$ cat config.mk
export PLATFORM = sky130hd
export DESIGN_NAME = json_bracket_balance_check
export DESIGN_NICKNAME = d
export VERILOG_FILES = /design/src/rtl/core/jbbc_pkg.sv /design/src/rtl/core/json_bracket_balance_check.sv /design/src/rtl/core/jbbc_scan.sv
export SDC_FILE = /design/constraint.sdc
export NUM_CORES = 1
export LEC_CHECK = 0
export BUFFER_PORTS_ARGS = -buffer_cell sky130_fd_sc_hd__buf_2
export CAP_MARGIN = 10
export CORE_UTILIZATION = 40
export DETAILED_ROUTE_END_ITERATION = 6
export GPL_TIMING_DRIVEN = 1
export MAX_ROUTING_LAYER = met4
export PLACE_DENSITY = 0.56
export SYNTH_ARGS = -nofsm -noshare
export SYNTH_HDL_FRONTEND = slang
export SYNTH_SLANG_ARGS = --single-unit
$ cat constraint.sdc
create_clock -name aclk -period 3.1 [get_ports aclk]
set_clock_uncertainty 0.15 [all_clocks]
set_input_delay 0.62 -clock aclk [delete_from_list [all_inputs] [get_ports aclk]]
set_output_delay 0.62 -clock aclk [all_outputs]
set_load 0.02 [all_outputs]
$ cat src/rtl/core/jbbc_pkg.sv
// Shared types and constants for the JSON bracket balance checker.
package jbbc_pkg;

    localparam int unsigned BYTE_W   = 8;
    localparam int unsigned LEN_W    = 16;
    localparam int unsigned STATUS_W = 2;

    typedef logic [BYTE_W-1:0]   byte_t;
    typedef logic [LEN_W-1:0]    len_t;
    typedef logic [STATUS_W-1:0] status_t;

    localparam byte_t CH_TERM      = 8'h00;
    localparam byte_t CH_OPEN_BRC  = 8'h7B;  // {
    localparam byte_t CH_CLOSE_BRC = 8'h7D;  // }
    localparam byte_t CH_OPEN_BRK  = 8'h5B;  // [
    localparam byte_t CH_CLOSE_BRK = 8'h5D;  // ]
    localparam byte_t CH_QUOTE     = 8'h22;  // "
    localparam byte_t CH_BSLASH    = 8'h5C;  // backslash

    localparam status_t ST_VALID    = 2'd0;
    localparam status_t ST_TOO_LONG = 2'd1;
    localparam status_t ST_INVALID  = 2'd2;

    localparam len_t MAX_LEN_RESET = 16'd1024;

    // One byte handed from the input stage to the scanner.
    typedef struct packed {
        logic  step;
        byte_t data;
    } scan_req_t;

endpackage

$ cat src/rtl/core/json_bracket_balance_check.sv
// Top level of the JSON bracket balance checker: input beat register, scanner, status register.
//
// Usage: text bytes arrive one per beat on the s_axis channel; a zero byte
// ends the text. Braces and brackets are counted outside string literals,
// a double quote toggles the in-string flag unless the byte just before it
// was a backslash. Each terminator yields exactly one status beat on m_axis
// (0 valid, 1 too long, 2 invalid); other bytes yield nothing.
// max_length is written through cfg_wr_en / cfg_wr_data, by the user only
// while idle (the block itself does not enforce this); it resets to 1024.
// A terminator passes through the input register, then the status register,
// before its status beat shows on m_axis.
// Throughput: one byte per cycle while no terminator waits on a busy m_axis;
// the scanner state is a single register stage.
// Stall: while a status beat waits on m_axis, ordinary bytes keep flowing
// through the scanner; only a further terminator held in the input register
// waits, and s_axis_tready then drops until the status beat is taken.
// Reset (aresetn low, synchronous): both registers empty, all per-text
// state cleared, max_length back to 1024.
module json_bracket_balance_check #(
    parameter int unsigned COUNT_BITS = 16
) (
    input  logic       aclk,
    input  logic       aresetn,
    input  logic       s_axis_tvalid,
    output logic       s_axis_tready,
    input  logic [7:0] s_axis_tdata,   // [7:0] data_byte
    output logic       m_axis_tvalid,
    input  logic       m_axis_tready,
    output logic [7:0] m_axis_tdata,   // [1:0] status, [7:2] zero
    input  logic        cfg_wr_en,
    input  logic [15:0] cfg_wr_data    // max_length
);
    import jbbc_pkg::*;

    logic      in_valid_reg;
    byte_t     in_byte_reg;
    logic      out_valid_reg, out_valid_next;
    status_t   out_status_reg;
    len_t      max_length_reg;
    status_t   scan_status;
    scan_req_t scan_req;
    logic      in_is_term;
    logic      advance;
    logic      out_free;

    assign in_is_term = (in_byte_reg == CH_TERM);
    assign out_free   = !out_valid_reg || m_axis_tready;
    // Advance the held byte unless it is a terminator with nowhere to go.
    assign advance       = in_valid_reg && (!in_is_term || out_free);
    assign s_axis_tready = !in_valid_reg || advance;

    assign scan_req.step = advance;
    assign scan_req.data = in_byte_reg;

    jbbc_scan #(
        .COUNT_BITS(COUNT_BITS)
    ) u_scan (
        .aclk       (aclk),
        .aresetn    (aresetn),
        .req        (scan_req),
        .max_length (max_length_reg),
        .status     (scan_status)
    );

    always_comb begin
        out_valid_next = out_valid_reg && !m_axis_tready;
        if (advance && in_is_term) begin
            out_valid_next = 1'b1;
        end
    end

    // Control state.
    always_ff @(posedge aclk) begin
        if (!aresetn) begin
            in_valid_reg   <= 1'b0;
            out_valid_reg  <= 1'b0;
            max_length_reg <= MAX_LEN_RESET;
        end else begin
            if (s_axis_tready) begin
                in_valid_reg <= s_axis_tvalid;
            end
            out_valid_reg <= out_valid_next;
            if (cfg_wr_en) begin
                max_length_reg <= cfg_wr_data;
            end
        end
    end

    // Payload: hold the byte until it advances, latch status on a terminator.
    always_ff @(posedge aclk) begin
        if (s_axis_tready) begin
            in_byte_reg <= s_axis_tdata;
        end
        if (advance && in_is_term) begin
            out_status_reg <= scan_status;
        end
    end

    assign m_axis_tvalid = out_valid_reg;
    assign m_axis_tdata  = {{(8-STATUS_W){1'b0}}, out_status_reg};

    // A status code of three is never produced.
    a_status_legal: assert property (@(posedge aclk) disable iff (!aresetn)
        out_valid_reg |-> (out_status_reg != 2'd3))
        else $error("status code three on output");

    // An empty input stage always takes a beat.
    a_ready_when_empty: assert property (@(posedge aclk) disable iff (!aresetn)
        !in_valid_reg |-> s_axis_tready)
        else $error("input stage empty but not ready");

    // A blocked terminator stays put in the input register.
    a_term_held: assert property (@(posedge aclk) disable iff (!aresetn)
        (in_valid_reg && in_is_term && out_valid_reg && !m_axis_tready)
        |=> (in_valid_reg && in_is_term))
        else $error("blocked terminator lost");

    // Status beat appears only after a terminator advanced or while held.
    a_out_source: assert property (@(posedge aclk) disable iff (!aresetn)
        (out_valid_reg && !$past(out_valid_reg)) |-> $past(advance && in_is_term))
        else $error("status beat without terminator");

endmodule

$ cat src/rtl/core/jbbc_scan.sv
// Per-text scanner: depth counters, string flags, length and final status.
module jbbc_scan #(
    parameter int unsigned COUNT_BITS = 16
) (
    input  logic                aclk,
    input  logic                aresetn,
    input  jbbc_pkg::scan_req_t req,
    input  jbbc_pkg::len_t      max_length,
    output jbbc_pkg::status_t   status
);
    import jbbc_pkg::*;

    localparam int unsigned CMP_W = (COUNT_BITS > LEN_W) ? COUNT_BITS : LEN_W;
    localparam logic [COUNT_BITS-1:0] CNT_MAX = '1;
    localparam logic [COUNT_BITS-1:0] CNT_ONE = {{(COUNT_BITS-1){1'b0}}, 1'b1};

    logic [COUNT_BITS-1:0] brace_depth_reg, brace_depth_next;
    logic [COUNT_BITS-1:0] bracket_depth_reg, bracket_depth_next;
    logic [COUNT_BITS-1:0] byte_count_reg, byte_count_next;
    logic inside_string_reg, inside_string_next;
    logic after_backslash_reg, after_backslash_next;
    logic structure_broken_reg, structure_broken_next;
    logic bad_opening_reg, bad_opening_next;
    logic is_term;
    logic in_str;
    logic [CMP_W-1:0] count_ext, max_ext;

    assign is_term   = (req.data == CH_TERM);
    assign count_ext = CMP_W'(byte_count_reg);
    assign max_ext   = CMP_W'(max_length);

    // Status of the text so far, taken when the terminator steps through.
    always_comb begin
        if (byte_count_reg == '0) begin
            status = ST_INVALID;
        end else if (count_ext > max_ext) begin
            status = ST_TOO_LONG;
        end else if (bad_opening_reg || structure_broken_reg) begin
            status = ST_INVALID;
        end else if (brace_depth_reg != '0 || bracket_depth_reg != '0) begin
            status = ST_INVALID;
        end else begin
            status = ST_VALID;
        end
    end

    always_comb begin
        brace_depth_next      = brace_depth_reg;
        bracket_depth_next    = bracket_depth_reg;
        byte_count_next       = byte_count_reg;
        inside_string_next    = inside_string_reg;
        after_backslash_next  = after_backslash_reg;
        structure_broken_next = structure_broken_reg;
        bad_opening_next      = bad_opening_reg;
        in_str                = inside_string_reg;

        if (req.step && is_term) begin
            brace_depth_next      = '0;
            bracket_depth_next    = '0;
            byte_count_next       = '0;
            inside_string_next    = 1'b0;
            after_backslash_next  = 1'b0;
            structure_broken_next = 1'b0;
            bad_opening_next      = 1'b0;
        end else if (req.step) begin
            if (byte_count_reg == '0 && req.data != CH_OPEN_BRC
                    && req.data != CH_OPEN_BRK) begin
                bad_opening_next = 1'b1;
            end
            if (req.data == CH_QUOTE && !after_backslash_reg) begin
                in_str = !inside_string_reg;
            end
            inside_string_next = in_str;
            if (!in_str) begin
                case (req.data)
                    CH_OPEN_BRC: begin
                        if (brace_depth_reg != CNT_MAX) begin
                            brace_depth_next = brace_depth_reg + CNT_ONE;
                        end
                    end
                    CH_CLOSE_BRC: begin
                        if (brace_depth_reg == '0) begin
                            structure_broken_next = 1'b1;
                        end else begin
                            brace_depth_next = brace_depth_reg - CNT_ONE;
                        end
                    end
                    CH_OPEN_BRK: begin
                        if (bracket_depth_reg != CNT_MAX) begin
                            bracket_depth_next = bracket_depth_reg + CNT_ONE;
                        end
                    end
                    CH_CLOSE_BRK: begin
                        if (bracket_depth_reg == '0) begin
                            structure_broken_next = 1'b1;
                        end else begin
                            bracket_depth_next = bracket_depth_reg - CNT_ONE;
                        end
                    end
                    default: begin
                    end
                endcase
            end
            after_backslash_next = (req.data == CH_BSLASH);
            if (byte_count_reg != CNT_MAX) begin
                byte_count_next = byte_count_reg + CNT_ONE;
            end
        end
    end

    always_ff @(posedge aclk) begin
        if (!aresetn) begin
            brace_depth_reg      <= '0;
            bracket_depth_reg    <= '0;
            byte_count_reg       <= '0;
            inside_string_reg    <= 1'b0;
            after_backslash_reg  <= 1'b0;
            structure_broken_reg <= 1'b0;
            bad_opening_reg      <= 1'b0;
        end else begin
            brace_depth_reg      <= brace_depth_next;
            bracket_depth_reg    <= bracket_depth_next;
            byte_count_reg       <= byte_count_next;
            inside_string_reg    <= inside_string_next;
            after_backslash_reg  <= after_backslash_next;
            structure_broken_reg <= structure_broken_next;
            bad_opening_reg      <= bad_opening_next;
        end
    end

endmodule
==> metrics.md <==
| Metric | Value |
|---|---|
| Clock transition at the register clock pins on the worst setup and hold paths after CTS | roughly 0.07 ns |
| Avg Inst Size Synth | roughly 8.4 sq um |
| Clock tree from TritonCTS | yes |
| Net Sw Power | between 0.5 and 0.6 mW |
| Portion of the clock cycle consumed by the worst path in the final layout | approximately 93% |
| GRT Util Overall | between 20% and 30% |
| DRC violation total after the first TritonRoute iteration | 190 |
| Count of unique library cells instantiated by Yosys | between 60 and 70 |
| Flop-to-flop setup slack | 0.22 ns |
| CP max FO | 5 |
| Commonest cells after routing, fill and taps aside | dfxtp_1, a21oi_1, nor2_1 |
| Sequential Area | ~1700 sq um |
| Detailed-routing iteration count for the pre-antenna-repair pass | 4 |
| Worst Setup End Kind | register |
| Cell leakage power | 2.20 nW |
| HPWL reported at the end of detailed placement | ~9300 um |
| Hold_buf cts | 0 |
| Worst slew pin tran | ~0.71 ns |
| Logic depth of the worst register-to-register path | 10 |
| Detailed-route via count | between 4000 and 5000 |
| Wire length of the first global-routing pass | 21500 um |
| Source of the worst hold timing path | s_axis_tdata[3] |
| Number of port buffers | 32 |
| Post-synth EDFFs | 10 |
| Part of the power in combinational logic | ~7% |
| Cell Int Power | 1.77 mW |
| Grt total ovfl | 0 |
| Slew Limit Fails | 0 |
| Clock root cell | clkbuf_16 |
| Vias per cell | 5.57 |
| Proportion of power drawn by the clock network | a little under half |
| Nets | around 680 |
| Setup slack after placement | between 0.2 and 0.25 ns |
| Dominant register cell in the synthesized netlist | dfxtp_1 |
| RSZ-0062 raised after global routing | false |
| Number of cells traversed by the worst hold path | 1 |
| WP data arrival | around 3.0 ns |
| Number of inserted filler cells in the final layout | roughly 1200 |
| Clock period minus final worst setup slack | 2.88 ns |
| Overall die area | 13100 sq um |
| Max H-tree Level | 3 |
| Core Region | roughly 12000 sq um |
| Smallest setup slack after layout | 0.219 ns |
| X dimension of the die | 114 um |
| Fraction of power spent switching nets | roughly a quarter |
| Vertical die dimension | 114 um |
| Count of state elements after synthesis | 80 |
| Leading cell type in the layout, fill and taps excluded | dfxtp_1 |
| FF-to-FF End | u_scan.bracket_depth_reg[14]$_SDFFE_PP0P_ |
| Syn Std Cell Area | between 5000 and 6000 sq um |
| Syn. warnings | 0 |
| Number of antenna-violating nets in the routed design | 0 |
| Clock buffers created by TritonCTS | 9 |
| Max transition margin | 52.3% |
| Final setup fails | 0 |
| Hold Crit Endpoint | in_byte_reg[3]$_DFFE_PP_ |
| CP required | roughly 3.2 ns |
| Kind of start point of the critical path | register |
| Starting utilization of the core area | between 40% and 50% |
| Number of top-level pins | 39 |
| Placer Congestion | between 0.8 and 0.9 |
| Maximum number of pins on one net before global-route repair | 31 |
| Power Density | about 400 nW/um^2 |
| Antenna violations before repair | 0 |
| Critical path class | register to register |
| Count of endpoints failing hold in the final timing report | 0 |
| Achievable clock frequency | between 300 and 400 MHz |
| Number of core rows | 40 |
| Clock sink count | 80 |
| Share of total power in sequential cells | between 40% and 50% |
| VDD IR-drop max | around 0.27 mV |
| Reg-to-Reg Start | in_byte_reg[5]$_DFFE_PP_ |
| Total area of multi-input combinational cells | around 3100 sq um |
| Number of buffers between clock root and the deepest sink | 2 |
| Number of post-CTS setup repair buffers | 0 |
| Classification of the worst-slack hold path | primary input to register |
| Sum of internal, switching and leakage power | about 2.4 mW |
| Area growth, synth to finish | 13.5% |
| Layout cell share with drive strength beyond 1 | between 10% and 20% |
| Total inserted antenna cells | 0 |
| PostCTS Resize Cnt | 0 |
| Maximum capacitance violations | 0 |
| Number of instances in the synthesized netlist | 604 |
| Detail-routed net length per standard cell | between 15 and 20 um |
| Post-Route WL | approximately 13000 um |
| Clk Latency, worst-skew pair | about 0.36 ns |
| Part of the Yosys area used for sequential elements | 33.7% |
| Number of global-route vias before repair | about 4400 |
| Status | finished, final reports clean |
| Count of unresolved DRC violations after routing | 0 |
| Async set-or-reset flop fraction in the synthesized netlist | 0% |
synth_stat cells, types with 10 or more instances:
cell      instances  area share [%]
nor4_1           17             2.1
inv_1            27             2.0
mux2i_1          26             5.1
nor2_1           39             2.9
nor2b_1          17             2.1
o21ai_0          15             1.5
clkbuf_1         26             1.9
nand4_1          16             2.0
nand3_1          20             2.0
xnor2_1          11             1.9
a21oi_1          42             4.2
ha_1             20             5.0
nand2_1          35             2.6
edfxtp_1         10             5.9
or3_1            32             4.0
o21ai_1          15             1.5
dfxtp_1          70              28
nor3_1           22             2.2
per-layer routing:
| metal | track usage [%] | wire length, um | vias to the layer above |
|---|---|---|---|
| met1 | 27.6 | 5830 | 2063 |
| li1 | - | - | 2293 |
| met3 | 3.18 | 489 | 29 |
| met2 | 33.3 | 5810 | 107 |
| met5 | - | 0 | - |
| met4 | 11.3 | 399 | 0 |
kinds of logic (layout without fill, tap and decap cells):
| logic type | count (synthesis) | count (layout) | synth area share [%] |
|---|---|---|---|
| mux | 27 | 27 | 5.37 |
| other cells | 1 | 6 | 0.0742 |
| fa+ha+maj | 20 | 20 | 4.95 |
| compound gates | 133 | 133 | 17.1 |
| buf+inv | 71 | 100 | 6.44 |
| xor+xnor | 16 | 16 | 2.77 |
| flops | 80 | 80 | 33.7 |
| simple gates | 256 | 256 | 29.6 |
area by class of cell:
type                    instances  area share (%)
clock inverters                 7            1.33
multi-input cells             458            53.4
flip-flops and latches         80            29.6
clock buffers                   9            3.92
well taps                     168            3.66
inverters                      27            1.77
repair buffers                 57            6.28
per-stage QoR:
step	hold slack [ns]	area (sq um)	setup TNS [ns]	cells	utilization, %
2_1_floorplan	0.280	5090	-0.0131	609	-
3_3_place_gp	0.290	5430	0	790	44.6
3_5_place_dp	0.306	5430	0	790	44.6
4_1_cts	0.306	5730	0	806	47.1
5_1_grt	0.306	5740	0	806	47.2
6_report	0.308	5740	0	806	47.2
power by group through the flow:
| stage | combinational, mW | sequential [mW] | clock [mW] |
|---|---|---|---|
| final | 0.164 | 1.09 | 1.11 |
| after global routing | 0.185 | 1.09 | 1.18 |
| after CTS | 0.165 | 1.09 | 1.13 |
| after detailed placement | 0.165 | 1.11 | 0 |
| after global placement | 0.160 | 1.11 | 0 |
| after floorplan | 0.112 | 1.11 | 0 |
worst max-delay path: stages (launching register included):
cell,delay [ns]
edfxtp_1,0.38
and4bb_2,0.35
nand2_2,0.07
xnor2_1,0.13
ha_2,0.20
or3_1,0.32
or4_1,0.46
o221ai_1,0.21
a31oi_1,0.12
or3_1,0.31
a21oi_1,0.13
worst max path at each step:
| stage | end | startpoint | slack [ns] |
|---|---|---|---|
| floorplan | u_scan.bracket_depth_reg[14]$_SDFFE_PP0P_ | in_byte_reg[7]$_DFFE_PP_ | -0.009 |
| CTS | u_scan.bracket_depth_reg[6]$_SDFFE_PP0P_ | in_byte_reg[5]$_DFFE_PP_ | 0.24 |
| detailed placement | u_scan.brace_depth_reg[3]$_SDFFE_PP0P_ | m_axis_tready | 0.25 |
| global route | u_scan.bracket_depth_reg[6]$_SDFFE_PP0P_ | in_byte_reg[5]$_DFFE_PP_ | 0.01 |
| finish | u_scan.bracket_depth_reg[14]$_SDFFE_PP0P_ | in_byte_reg[5]$_DFFE_PP_ | 0.22 |
| global placement | u_scan.bracket_depth_reg[6]$_SDFFE_PP0P_ | in_byte_reg[5]$_DFFE_PP_ | 0.28 |
Power figures use the tool's default switching activity.
